`src/rtl/pld_pkg.sv`:
```
// Shared constants, types and state encoding for the pivot low/high detector.
`timescale 1ns / 1ps
`default_nettype none
package pld_pkg;

  localparam int MAX_WINDOW = 64;
  localparam int PTR_W      = $clog2(MAX_WINDOW);
  localparam int WIN_W      = PTR_W + 1;
  localparam int SAMPLE_W   = 32;
  localparam int CNT_W      = 32;
  localparam int LEFT_W     = 5;
  localparam int RIGHT_W    = 6;
  localparam int CFG_IDX_W  = 2;
  localparam int CFG_DATA_W = 6;
  localparam int BAR_W      = 2 * SAMPLE_W;

  localparam logic [LEFT_W-1:0]  LEFT_RESET  = LEFT_W'(5);
  localparam logic [RIGHT_W-1:0] RIGHT_RESET = RIGHT_W'(5);

  typedef enum logic [CFG_IDX_W-1:0] {
    REG_LEFT_BARS   = 2'd0,
    REG_RIGHT_BARS  = 2'd1,
    REG_DETECT_HIGH = 2'd2
  } cfg_reg_e;

  typedef enum logic [2:0] {
    S_IDLE,
    S_EVAL,
    S_SCAN,
    S_DRAIN,
    S_DONE
  } pld_state_e;

  typedef struct packed {
    logic accept;
    logic scan_init;
    logic scan_rd;
    logic finish;
  } pld_cmd_t;

  typedef struct packed {
    logic full;
    logic scan_last;
    logic out_free;
  } pld_status_t;

endpackage
`default_nettype wire

```
`src/rtl/pld_ram.sv`:
```
// Generic single write port, single read port RAM with registered read data.
`timescale 1ns / 1ps
`default_nettype none
module pld_ram #(
  parameter int WIDTH = 8,
  parameter int DEPTH = 16
) (
  input  wire logic                     clk_i,
  input  wire logic                     we_i,
  input  wire logic [$clog2(DEPTH)-1:0] waddr_i,
  input  wire logic [WIDTH-1:0]         wdata_i,
  input  wire logic [$clog2(DEPTH)-1:0] raddr_i,
  output logic      [WIDTH-1:0]         rdata_o
);

  logic [WIDTH-1:0] mem_q [DEPTH];
  logic [WIDTH-1:0] rdata_q;

  always_ff @(posedge clk_i) begin
    if (we_i) begin
      mem_q[waddr_i] <= wdata_i;
    end
    rdata_q <= mem_q[raddr_i];
  end

  assign rdata_o = rdata_q;

endmodule
`default_nettype wire

```
`src/rtl/pld_ctrl.sv`:
```
// Sequencing state machine: accept, window check, scan, result hand-off.
`timescale 1ns / 1ps
`default_nettype none
module pld_ctrl import pld_pkg::*; (
  input  wire logic        clk_i,
  input  wire logic        rst_ni,
  input  wire logic        in_valid_i,
  output logic             in_stall_o,
  input  wire pld_status_t status_i,
  output pld_cmd_t         cmd_o
);

  pld_state_e state_q, state_d;

  always_ff @(posedge clk_i or negedge rst_ni) begin
    if (!rst_ni) begin
      state_q <= S_IDLE;
    end else begin
      state_q <= state_d;
    end
  end

  always_comb begin
    state_d = state_q;
    unique case (state_q)
      S_IDLE:  if (in_valid_i) state_d = S_EVAL;
      S_EVAL:  state_d = status_i.full ? S_SCAN : S_DONE;
      S_SCAN:  if (status_i.scan_last) state_d = S_DRAIN;
      S_DRAIN: state_d = S_DONE;
      S_DONE:  if (status_i.out_free) state_d = S_IDLE;
      default: state_d = S_IDLE;
    endcase
  end

  always_comb begin
    cmd_o      = '0;
    in_stall_o = 1'b1;
    unique case (state_q)
      S_IDLE: begin
        in_stall_o   = 1'b0;
        cmd_o.accept = in_valid_i;
      end
      S_EVAL:  cmd_o.scan_init = 1'b1;
      S_SCAN:  cmd_o.scan_rd = 1'b1;
      S_DRAIN: cmd_o = '0;
      S_DONE:  cmd_o.finish = status_i.out_free;
      default: cmd_o = '0;
    endcase
  end

endmodule
`default_nettype wire

```
`src/rtl/pld_dp.sv`:
```
// Datapath: configuration, bar store, counters, extreme scan and result register.
`timescale 1ns / 1ps
`default_nettype none
module pld_dp import pld_pkg::*; (
  input  wire logic                   clk_i,
  input  wire logic                   rst_ni,
  input  wire logic                   cfg_we_i,
  input  wire logic [CFG_IDX_W-1:0]   cfg_index_i,
  input  wire logic [CFG_DATA_W-1:0]  cfg_wdata_i,
  input  wire logic                   start_of_series_i,
  input  wire logic [SAMPLE_W-1:0]    div_value_i,
  input  wire logic [SAMPLE_W-1:0]    price_value_i,
  input  wire logic                   out_stall_i,
  output logic                        out_valid_o,
  output logic                        window_full_o,
  output logic                        is_pivot_o,
  output logic [CNT_W-1:0]            pivot_bar_index_o,
  output logic [SAMPLE_W-1:0]         pivot_div_value_o,
  output logic [SAMPLE_W-1:0]         pivot_price_o,
  output logic [CNT_W-1:0]            pivot_count_o,
  input  wire pld_cmd_t               cmd_i,
  output pld_status_t                 status_o
);

  logic [LEFT_W-1:0]  left_q;
  logic [RIGHT_W-1:0] right_q;
  logic               high_q;

  logic [PTR_W-1:0] wp_q, newest_q, wp_use;
  logic [CNT_W-1:0] bars_q, pivots_q, bars_base;

  logic [PTR_W-1:0] cnt_q, rd_idx_q;
  logic             rd_v_q;
  logic signed [SAMPLE_W-1:0] ext_q, mid_val_q;
  logic [SAMPLE_W-1:0]        mid_price_q;

  logic             out_valid_q, full_q, pivot_q;
  logic [CNT_W-1:0] index_q, count_q;
  logic [SAMPLE_W-1:0] oval_q, oprice_q;

  logic [WIN_W-1:0] lim, rb_w, win;
  logic [PTR_W-1:0] rb;
  logic [BAR_W-1:0] rdata;
  logic signed [SAMPLE_W-1:0] key;
  logic             better, full, pivot;
  logic [CNT_W-1:0] count_new;

  // window sizes, right side clipped so the window fits the store
  assign lim  = WIN_W'(MAX_WINDOW - 1) - WIN_W'(left_q);
  assign rb_w = (WIN_W'(right_q) > lim) ? lim : WIN_W'(right_q);
  assign rb   = PTR_W'(rb_w);
  assign win  = WIN_W'(left_q) + rb_w + WIN_W'(1);
  assign full = bars_q >= CNT_W'(win);

  assign wp_use    = start_of_series_i ? '0 : wp_q;
  assign bars_base = start_of_series_i ? '0 : bars_q;

  pld_ram #(
    .WIDTH(BAR_W),
    .DEPTH(MAX_WINDOW)
  ) u_bar_ram (
    .clk_i  (clk_i),
    .we_i   (cmd_i.accept),
    .waddr_i(wp_use),
    .wdata_i({price_value_i, div_value_i}),
    .raddr_i(newest_q - cnt_q),
    .rdata_o(rdata)
  );

  assign key    = $signed(rdata[SAMPLE_W-1:0]);
  assign better = high_q ? (key > ext_q) : (key < ext_q);
  assign pivot  = full && (ext_q == mid_val_q);
  assign count_new = pivots_q + CNT_W'(pivot && (pivots_q != '1));

  always_ff @(posedge clk_i or negedge rst_ni) begin
    if (!rst_ni) begin
      left_q  <= LEFT_RESET;
      right_q <= RIGHT_RESET;
      high_q  <= 1'b0;
    end else if (cfg_we_i) begin
      unique case (cfg_index_i)
        REG_LEFT_BARS:   left_q  <= LEFT_W'(cfg_wdata_i);
        REG_RIGHT_BARS:  right_q <= RIGHT_W'(cfg_wdata_i);
        REG_DETECT_HIGH: high_q  <= cfg_wdata_i[0];
        default: ;
      endcase
    end
  end

  always_ff @(posedge clk_i or negedge rst_ni) begin
    if (!rst_ni) begin
      wp_q        <= '0;
      newest_q    <= '0;
      bars_q      <= '0;
      pivots_q    <= '0;
      cnt_q       <= '0;
      rd_v_q      <= 1'b0;
      out_valid_q <= 1'b0;
    end else begin
      if (cmd_i.accept) begin
        wp_q     <= wp_use + PTR_W'(1);
        newest_q <= wp_use;
        bars_q   <= (bars_base == '1) ? bars_base : bars_base + CNT_W'(1);
        if (start_of_series_i) begin
          pivots_q <= '0;
        end
      end
      if (cmd_i.scan_init) begin
        cnt_q <= '0;
      end else if (cmd_i.scan_rd) begin
        cnt_q <= cnt_q + PTR_W'(1);
      end
      rd_v_q <= cmd_i.scan_rd;
      if (cmd_i.finish) begin
        pivots_q <= count_new;
      end
      if (cmd_i.finish) begin
        out_valid_q <= 1'b1;
      end else if (!out_stall_i) begin
        out_valid_q <= 1'b0;
      end
    end
  end

  always_ff @(posedge clk_i) begin
    rd_idx_q <= cnt_q;
    if (rd_v_q) begin
      if (rd_idx_q == '0 || better) begin
        ext_q <= key;
      end
      if (rd_idx_q == rb) begin
        mid_val_q   <= key;
        mid_price_q <= rdata[BAR_W-1:SAMPLE_W];
      end
    end
    if (cmd_i.finish) begin
      full_q   <= full;
      pivot_q  <= pivot;
      index_q  <= full ? (bars_q - CNT_W'(1) - CNT_W'(rb_w)) : '0;
      oval_q   <= full ? mid_val_q : '0;
      oprice_q <= full ? mid_price_q : '0;
      count_q  <= count_new;
    end
  end

  assign status_o.full      = full;
  assign status_o.scan_last = (cnt_q == PTR_W'(win - WIN_W'(1)));
  assign status_o.out_free  = !out_valid_q || !out_stall_i;

  assign out_valid_o       = out_valid_q;
  assign window_full_o     = full_q;
  assign is_pivot_o        = pivot_q;
  assign pivot_bar_index_o = index_q;
  assign pivot_div_value_o = oval_q;
  assign pivot_price_o     = oprice_q;
  assign pivot_count_o     = count_q;

endmodule
`default_nettype wire

```
`src/rtl/pivot_low_high_detector_unit.sv`:
```
// Top level of the pivot low/high detector.
// One bar is taken at a time and yields one result item. A bar that does not
// yet fill the window goes from acceptance through the check state straight to
// the done state, and the next bar can be taken once that state is left.
// Otherwise the block reads every bar of the window (W = left_bars +
// right_bars + 1, right_bars clipped so that W is at most 64) from the bar
// store through its single read port, one per cycle, with one signed
// comparator. A drain state follows the scan, and the done state registers
// the result once the output register is free. The store holds no reset
// state. The finished result sits in an output register while the next bar
// is accepted; the following result waits in the done state until the one before it is taken.
`timescale 1ns / 1ps
`default_nettype none
module pivot_low_high_detector_unit import pld_pkg::*; (
  input  wire logic                  clk_i,
  input  wire logic                  rst_ni,
  input  wire logic                  cfg_we_i,
  input  wire logic [CFG_IDX_W-1:0]  cfg_index_i,
  input  wire logic [CFG_DATA_W-1:0] cfg_wdata_i,
  input  wire logic                  in_valid_i,
  output logic                       in_stall_o,
  input  wire logic                  start_of_series_i,
  input  wire logic [SAMPLE_W-1:0]   div_value_i,
  input  wire logic [SAMPLE_W-1:0]   price_value_i,
  output logic                       out_valid_o,
  input  wire logic                  out_stall_i,
  output logic                       window_full_o,
  output logic                       is_pivot_o,
  output logic [CNT_W-1:0]           pivot_bar_index_o,
  output logic [SAMPLE_W-1:0]        pivot_div_value_o,
  output logic [SAMPLE_W-1:0]        pivot_price_o,
  output logic [CNT_W-1:0]           pivot_count_o
);

  pld_cmd_t    cmd;
  pld_status_t status;

  pld_ctrl u_ctrl (
    .clk_i     (clk_i),
    .rst_ni    (rst_ni),
    .in_valid_i(in_valid_i),
    .in_stall_o(in_stall_o),
    .status_i  (status),
    .cmd_o     (cmd)
  );

  pld_dp u_dp (
    .clk_i            (clk_i),
    .rst_ni           (rst_ni),
    .cfg_we_i         (cfg_we_i),
    .cfg_index_i      (cfg_index_i),
    .cfg_wdata_i      (cfg_wdata_i),
    .start_of_series_i(start_of_series_i),
    .div_value_i      (div_value_i),
    .price_value_i    (price_value_i),
    .out_stall_i      (out_stall_i),
    .out_valid_o      (out_valid_o),
    .window_full_o    (window_full_o),
    .is_pivot_o       (is_pivot_o),
    .pivot_bar_index_o(pivot_bar_index_o),
    .pivot_div_value_o(pivot_div_value_o),
    .pivot_price_o    (pivot_price_o),
    .pivot_count_o    (pivot_count_o),
    .cmd_i            (cmd),
    .status_o         (status)
  );

endmodule
`default_nettype wire

```
`config.mk`:
```
export PLATFORM = sky130hd
export DESIGN_NAME = pivot_low_high_detector_unit
export DESIGN_NICKNAME = d
export VERILOG_FILES = /design/src/rtl/pld_pkg.sv /design/src/rtl/pld_ram.sv /design/src/rtl/pld_ctrl.sv /design/src/rtl/pld_dp.sv /design/src/rtl/pivot_low_high_detector_unit.sv
export SDC_FILE = /design/constraint.sdc
export NUM_CORES = 2
export LEC_CHECK = 0
export BUFFER_PORTS_ARGS = -buffer_cell sky130_fd_sc_hd__clkbuf_2
export CAP_MARGIN = 20
export CORE_ASPECT_RATIO = 1.5
export CORE_MARGIN = 2
export CORE_UTILIZATION = 45
export CTS_CLUSTER_DIAMETER = 120
export DETAILED_ROUTE_END_ITERATION = 7
export GPL_ROUTABILITY_DRIVEN = 0
export RECOVER_POWER = 25
export SYNTH_ARGS = -nofsm -noshare
export SYNTH_HDL_FRONTEND = slang
export SYNTH_SLANG_ARGS = --single-unit
```
`constraint.sdc`:
```
create_clock -name clk_i -period 24.3 [get_ports clk_i]
set_input_delay 4.86 -clock clk_i [delete_from_list [all_inputs] [get_ports clk_i]]
set_output_delay 4.86 -clock clk_i [all_outputs]
set_load 0.01 [all_outputs]
```
### Word level (Yosys, flattened, before mapping)

Memory sizes are Yosys's and may differ from the RTL's. A register that Yosys moved wholly into a read port is not among the register bits.
Index checks and enable logic that the tools add are counted.
W data, S select, Z words.

| word-level totals | value |
|---|---|
| flip-flop bits (word level) | 331 |
| memory bits (writable) | 4096 |
| input port bits | 78 |
| output and inout port bits | 132 |
| memories | 1 |

Memory list:

| memory | depth | bits a word | rd ports | clocked after Yosys merged registers in | write ports | RTL line | source |
|---|---|---|---|---|---|---|---|
| u_dp.u_bar_ram.mem_q | 64 | 64 | 1 | 1 | 1 | pld_ram.sv:16 | `logic [WIDTH-1:0] mem_q [DEPTH];` |

| operators by class | value |
|---|---|
| $add $sub $neg | 11 |
| order comparisons | 4 |
| equal/unequal tests | 15 |
| muxes and demuxes | 24 |
| reduce and logical (&&, ||, !) cells | 19 |

Operators with widths:

| kind | count |
|---|---|
| $mux W32 | 5 |
| $add A32 B1 Y32 | 1 |
| $add A32 B1 Y32 const B | 1 |
| $eq A32 B32 Y1 | 1 |
| $eq A32 B32 Y1 const B | 1 |
| $ge A32 B7 Y1 | 1 |
| $gt A32 B32 Y1 | 1 |
| $lt A32 B32 Y1 | 1 |
| $ne A32 B32 Y1 const B | 1 |
| $sub A32 B1 Y32 const B | 1 |
| $sub A32 B7 Y32 | 1 |
| $mux W6 | 3 |
| $pmux W3 S5 | 1 |
| $add A6 B1 Y6 const B | 2 |
| $eq A6 B6 Y1 | 2 |
| $mux W3 | 4 |
| $reduce_and A2 Y1 | 6 |
| $mux W1 | 10 |
| $add A5 B7 Y7 | 1 |
| $add A7 B1 Y7 const B | 1 |
| $gt A6 B7 Y1 | 1 |
| $mux W7 | 1 |
| $sub A6 B5 Y7 const A | 1 |
| $eq A3 B2 Y1 const B | 2 |
| other kinds (16) | 23 |

### Longest topological paths before layout

| depth | value |
|---|---|
| depth in word-level cells | 10 |
| mapped depth | 32 |

### Cells and area by module

Synthesis repeated with hierarchy kept, for this count alone.

| second synthesis, totals | value |
|---|---|
| cells, all modules | 7904 |
| area, all modules | 172085.0 um^2 |

By module, submodules not included:

| module | times used | cells each | area each (um^2) | sequential area each (um^2) |
|---|---|---|---|---|
| pld_ram | 1 | 6598 | 156348.7 | 124279.2 |
| pld_dp | 1 | 1289 | 15567.4 | 9313.9 |
| pld_ctrl | 1 | 17 | 168.9 | 75.1 |

### Worst setup path before layout

OpenSTA, ideal clock, no wires.

| path | value |
|---|---|
| path kind | in2reg |
| from | input port start_of_series_i |
| to | memory u_dp.u_bar_ram.mem_q[51][0] in the netlist's numbering, enable pin |
| setup time | 667 ps |
| arrival time | 12349 ps |
| setup slack | 11284 ps |
| stages | 5 |
| buffers on the path | 2 |
| path through | clkbuf_1 clkbuf_1 nor2b_1 nand3_1 nor4b_1 |

| between the ends | value |
|---|---|
| word-level cells in the longest chain between the ends | 1 |

RTL lines:

| what | RTL line | source |
|---|---|---|
| from (decl) | pivot_low_high_detector_unit.sv:22 | `input wire logic start_of_series_i,` |
| $mux W6 | pld_dp.sv:55 | `assign wp_use = start_of_series_i ? '0 : wp_q;` |
| to (decl) | pld_ram.sv:16 |  |

No other way between the ends.

### Worst setup path after layout

| path | value |
|---|---|
| from | input port start_of_series_i |
| to | memory u_dp.u_bar_ram.mem_q[9][9] in the netlist's numbering, enable pin |

Same word-level chain as after synthesis.

==> out/qor.csv <==
metric;value;unit
run_status;finished with violations;
violations;capacitance limit, slew limit;
async_reset_ff_share;2.20;%
synth_edf_count;4322;
grt_use_met3;3.14;%
grt.met1_usage;29.6;%
ff2ff_setup_slack;16.94;ns
placed_area;0.181;sq mm
drc;0;
cp_slowest_stage_delay;1.42;ns
vdd_drop_max;132;uV
clock_path_buffers;4;
ys_types;68;
cp_max_fo;40;
ctsHoldBuffers;0;
p_int;16.7;mW
start_util;45.1;%
startpoint_type;input pin;
ys_seq_area_share;77.5;%
yosys-mux-area-fraction;17.9;%
wl;437;mm
tns;0;ns
worstMarginPinSlew;4.11;ns
cts_max_level;5;
clock_sinks;4491;
pwr-share-comb;38.8;%
wl_per_cell;33.0;um
cts_resized;0;
die_area;0.388;sq mm
vias;79500;
cts_tree;yes;
worstSetupPathType;in -> reg;
finalClockSkew;0.0388;ns
synth_ff_type;edfxtp_1;
root_buffer;clkbuf_16;
coreArea;0.382;sq mm
swShare;34.1;%
cpMaxStageDelayCell;clkbuf_1;
p_leak;62.1;nW
drive_gt1_share;29.2;%
fin_util;50.9;%
rsz0062_at_grt;no;
io_pins;210;
netlist_instances;7362;
area_delta_synth_final;12.7;%
finalSetupViolCount;0;
slew_viol_final;3759;
seqPwrFrac;35.3;%
synth_top_family_by_area;multiplexers;
synth_xor_area_share;0.676;%
die_width;509;um
crit_family;buffers and inverters;
antenna_found_initial;38;
cts_setup_buffers;0;
grtUsageMet2;39.3;%
crit_arrival;9.51;ns
clkPwrFrac;26.0;%
synth.cell_area;0.172;sq mm
synth-compound-area-share;0.607;%
p_total;25.4;mW
syn_nets;7509;
cts_buffers;406;
grt-ovfl-total;0;
finish.instance_area;0.194;sq mm
period_minus_slack;8.94;ns
fp.dieH;762;um
clk-insertion-delay-late;0.95;ns
grt_pass1_vias;81700;
port_buffers;209;
crit_path_end_kind;register;
crit_buf_inv;3;
maxCapViolCount;60;
grt_max_degree;117;
syn_area_per_cell;23.4;sq um
synthAdderAreaFrac;0.514;%
holdCritPathClass;reg -> reg;
power.density;131;mW/mm^2
fmax;112;MHz
grt_util_all_layers;22.4;%
ant_nets;0;
dp.final_hpwl;253;mm
hold_violations;0;
grt.busiest_layer;met2;
relSlewSlack;-174;%
path_cells;clkbuf_2 -> clkbuf_1 -> nand2b_1 -> nand2_1 -> or3_1 -> nor2_4 -> buf_4;
post-route-period-util;36.8;%
ys.warnings.count;0;
crit_required;24.87;ns
power.switching;8.64;mW
rows;278;
first_pass_iters;6;
holdWs;0.404;ns
ys_ff_latch;4491;
drt_first_iter_violations;8956;
layout.nets;8006;
avgViaCountPerCell;6.00;
clkSlewWorstSetupHoldPaths;0.06;ns
grt_pass1_wl;619;mm
synthSimpleGateAreaFrac;1.73;%
## layout make-up
cell class	instances	area, sq um
antenna	13	32.5
multi-input combinational	2440	37500
timing repair buffer	454	2860
fill	29700	188000
tap	5040	6310
sequential	4491	134000
inverter	66	255
clock buffer	510	11000
clock inverter	231	2580
## synth_stat cells, types with 12 or more instances
cell type / count / area [sq um]
clkbuf_1: 238 / 893
xor2_1: 83 / 727
nand3_1: 72 / 360
buf_1: 32 / 120
nor3_1: 28 / 140
a21oi_1: 36 / 180
dfxtp_1: 70 / 1400
mux2i_1: 194 / 1940
nor4_1: 19 / 119
nor2_1: 140 / 526
a21o_1: 15 / 113
nor2b_1: 79 / 494
xnor2_1: 50 / 438
ha_1: 66 / 826
mux4_2: 1280 / 28800
o21ai_0: 56 / 280
inv_1: 65 / 244
edfxtp_1: 4322 / 130000
nand2_1: 137 / 514
dfrtp_1: 95 / 2380
nand4_1: 29 / 181
buf_2: 89 / 445
and3_1: 12 / 75.1
## power groups by stage
stage / Clock [mW] / Sequential (mW) / Combinational [mW]
finish: 6.59 / 8.94 / 9.83
global route: 6.98 / 8.96 / 10.3
CTS: 6.71 / 8.92 / 10.0
detailed placement: 0 / 9.09 / 10.0
global placement: 0 / 9.08 / 9.96
floorplan: 0 / 9.06 / 6.09
## routing by layer
layer	vias to the layer above	routed length, um	part of all wire [%]
met5	-	135	0.031
met2	2943	231000	53
met4	24	10500	2.4
met3	558	26600	6.1
met1	43700	169000	39
li1	32200	-	-
## state kept, by name, indices dropped and copies added (netlist names), 3 cells and up
signal	flops
u_dp.u_bar_ram.rdata_o	64
u_dp.cnt_q	6
u_dp.wp_q	6
u_dp.left_q	5
u_dp.right_q	6
u_ctrl.state_q	3
u_dp.pivot_div_value_o	32
u_dp.rd_idx_q	6
u_dp.pivots_q	32
u_dp.newest_q	6
u_dp.pivot_count_o	32
u_dp.mid_val_q	32
u_dp.pivot_bar_index_o	32
u_dp.ext_q	32
u_dp.u_bar_ram.mem_q	4096
u_dp.pivot_price_o	32
u_dp.mid_price_q	32
u_dp.bars_q	32
## final timing paths
check | start | to | cells past startpoint
max in group asynchronous | rst_ni | u_dp.bars_q[12] | 2
setup / recovery | start_of_series_i | u_dp.u_bar_ram.mem_q[9][9] | 7
hold / removal | u_dp.u_bar_ram.rdata_o[38] | u_dp.mid_price_q[6] | 0
min in group asynchronous | rst_ni | u_dp.pivots_q[11] | 1
hold reg to reg | u_dp.u_bar_ram.rdata_o[38] | u_dp.mid_price_q[6] | 0
setup reg to reg | u_dp.left_q[1] | u_dp.pivots_q[29] | 26
## through the flow
stage	instances	worst slack (ns)
2_1_floorplan	7362	11.28
3_3_place_gp	12500	15.28
3_5_place_dp	12500	15.37
4_1_cts	13200	16.36
5_1_grt	13200	15.25
6_report	13200	15.36
## cell usage in the layout (no fill, tap or decap), types with 59 or more instances in the layout
cell type / Yosys / final
clkbuf_1: 238 / 133
ha_1: 66 / 65
clkinv_2: 0 / 77
nand3_1: 72 / 72
buf_4: 3 / 176
clkbuf_2: 1 / 163
mux4_2: 1280 / 1280
nand2_1: 137 / 137
nor2b_1: 79 / 79
xor2_1: 83 / 82
mux2i_1: 194 / 194
nor2_4: 0 / 59
dfxtp_1: 70 / 70
clkbuf_16: 0 / 416
nor2_1: 140 / 81
dfrtp_1: 95 / 95
edfxtp_1: 4322 / 4322
inv_1: 65 / 64
## logic make-up (layout without fill, tap and decap cells)
kind of cell             after synthesis  in the layout
AND/OR/NAND/NOR                      584            584
flip-flops                          4491           4491
adder cells (fa/ha/maj)               69             69
other                                  0             13
XOR/XNOR                             133            133
buffers and inverters                431           1261
AO/OA/AOI/OAI                        169            169
multiplexers                        1485           1485
No activity file was read; power rests on OpenSTA's default activity.
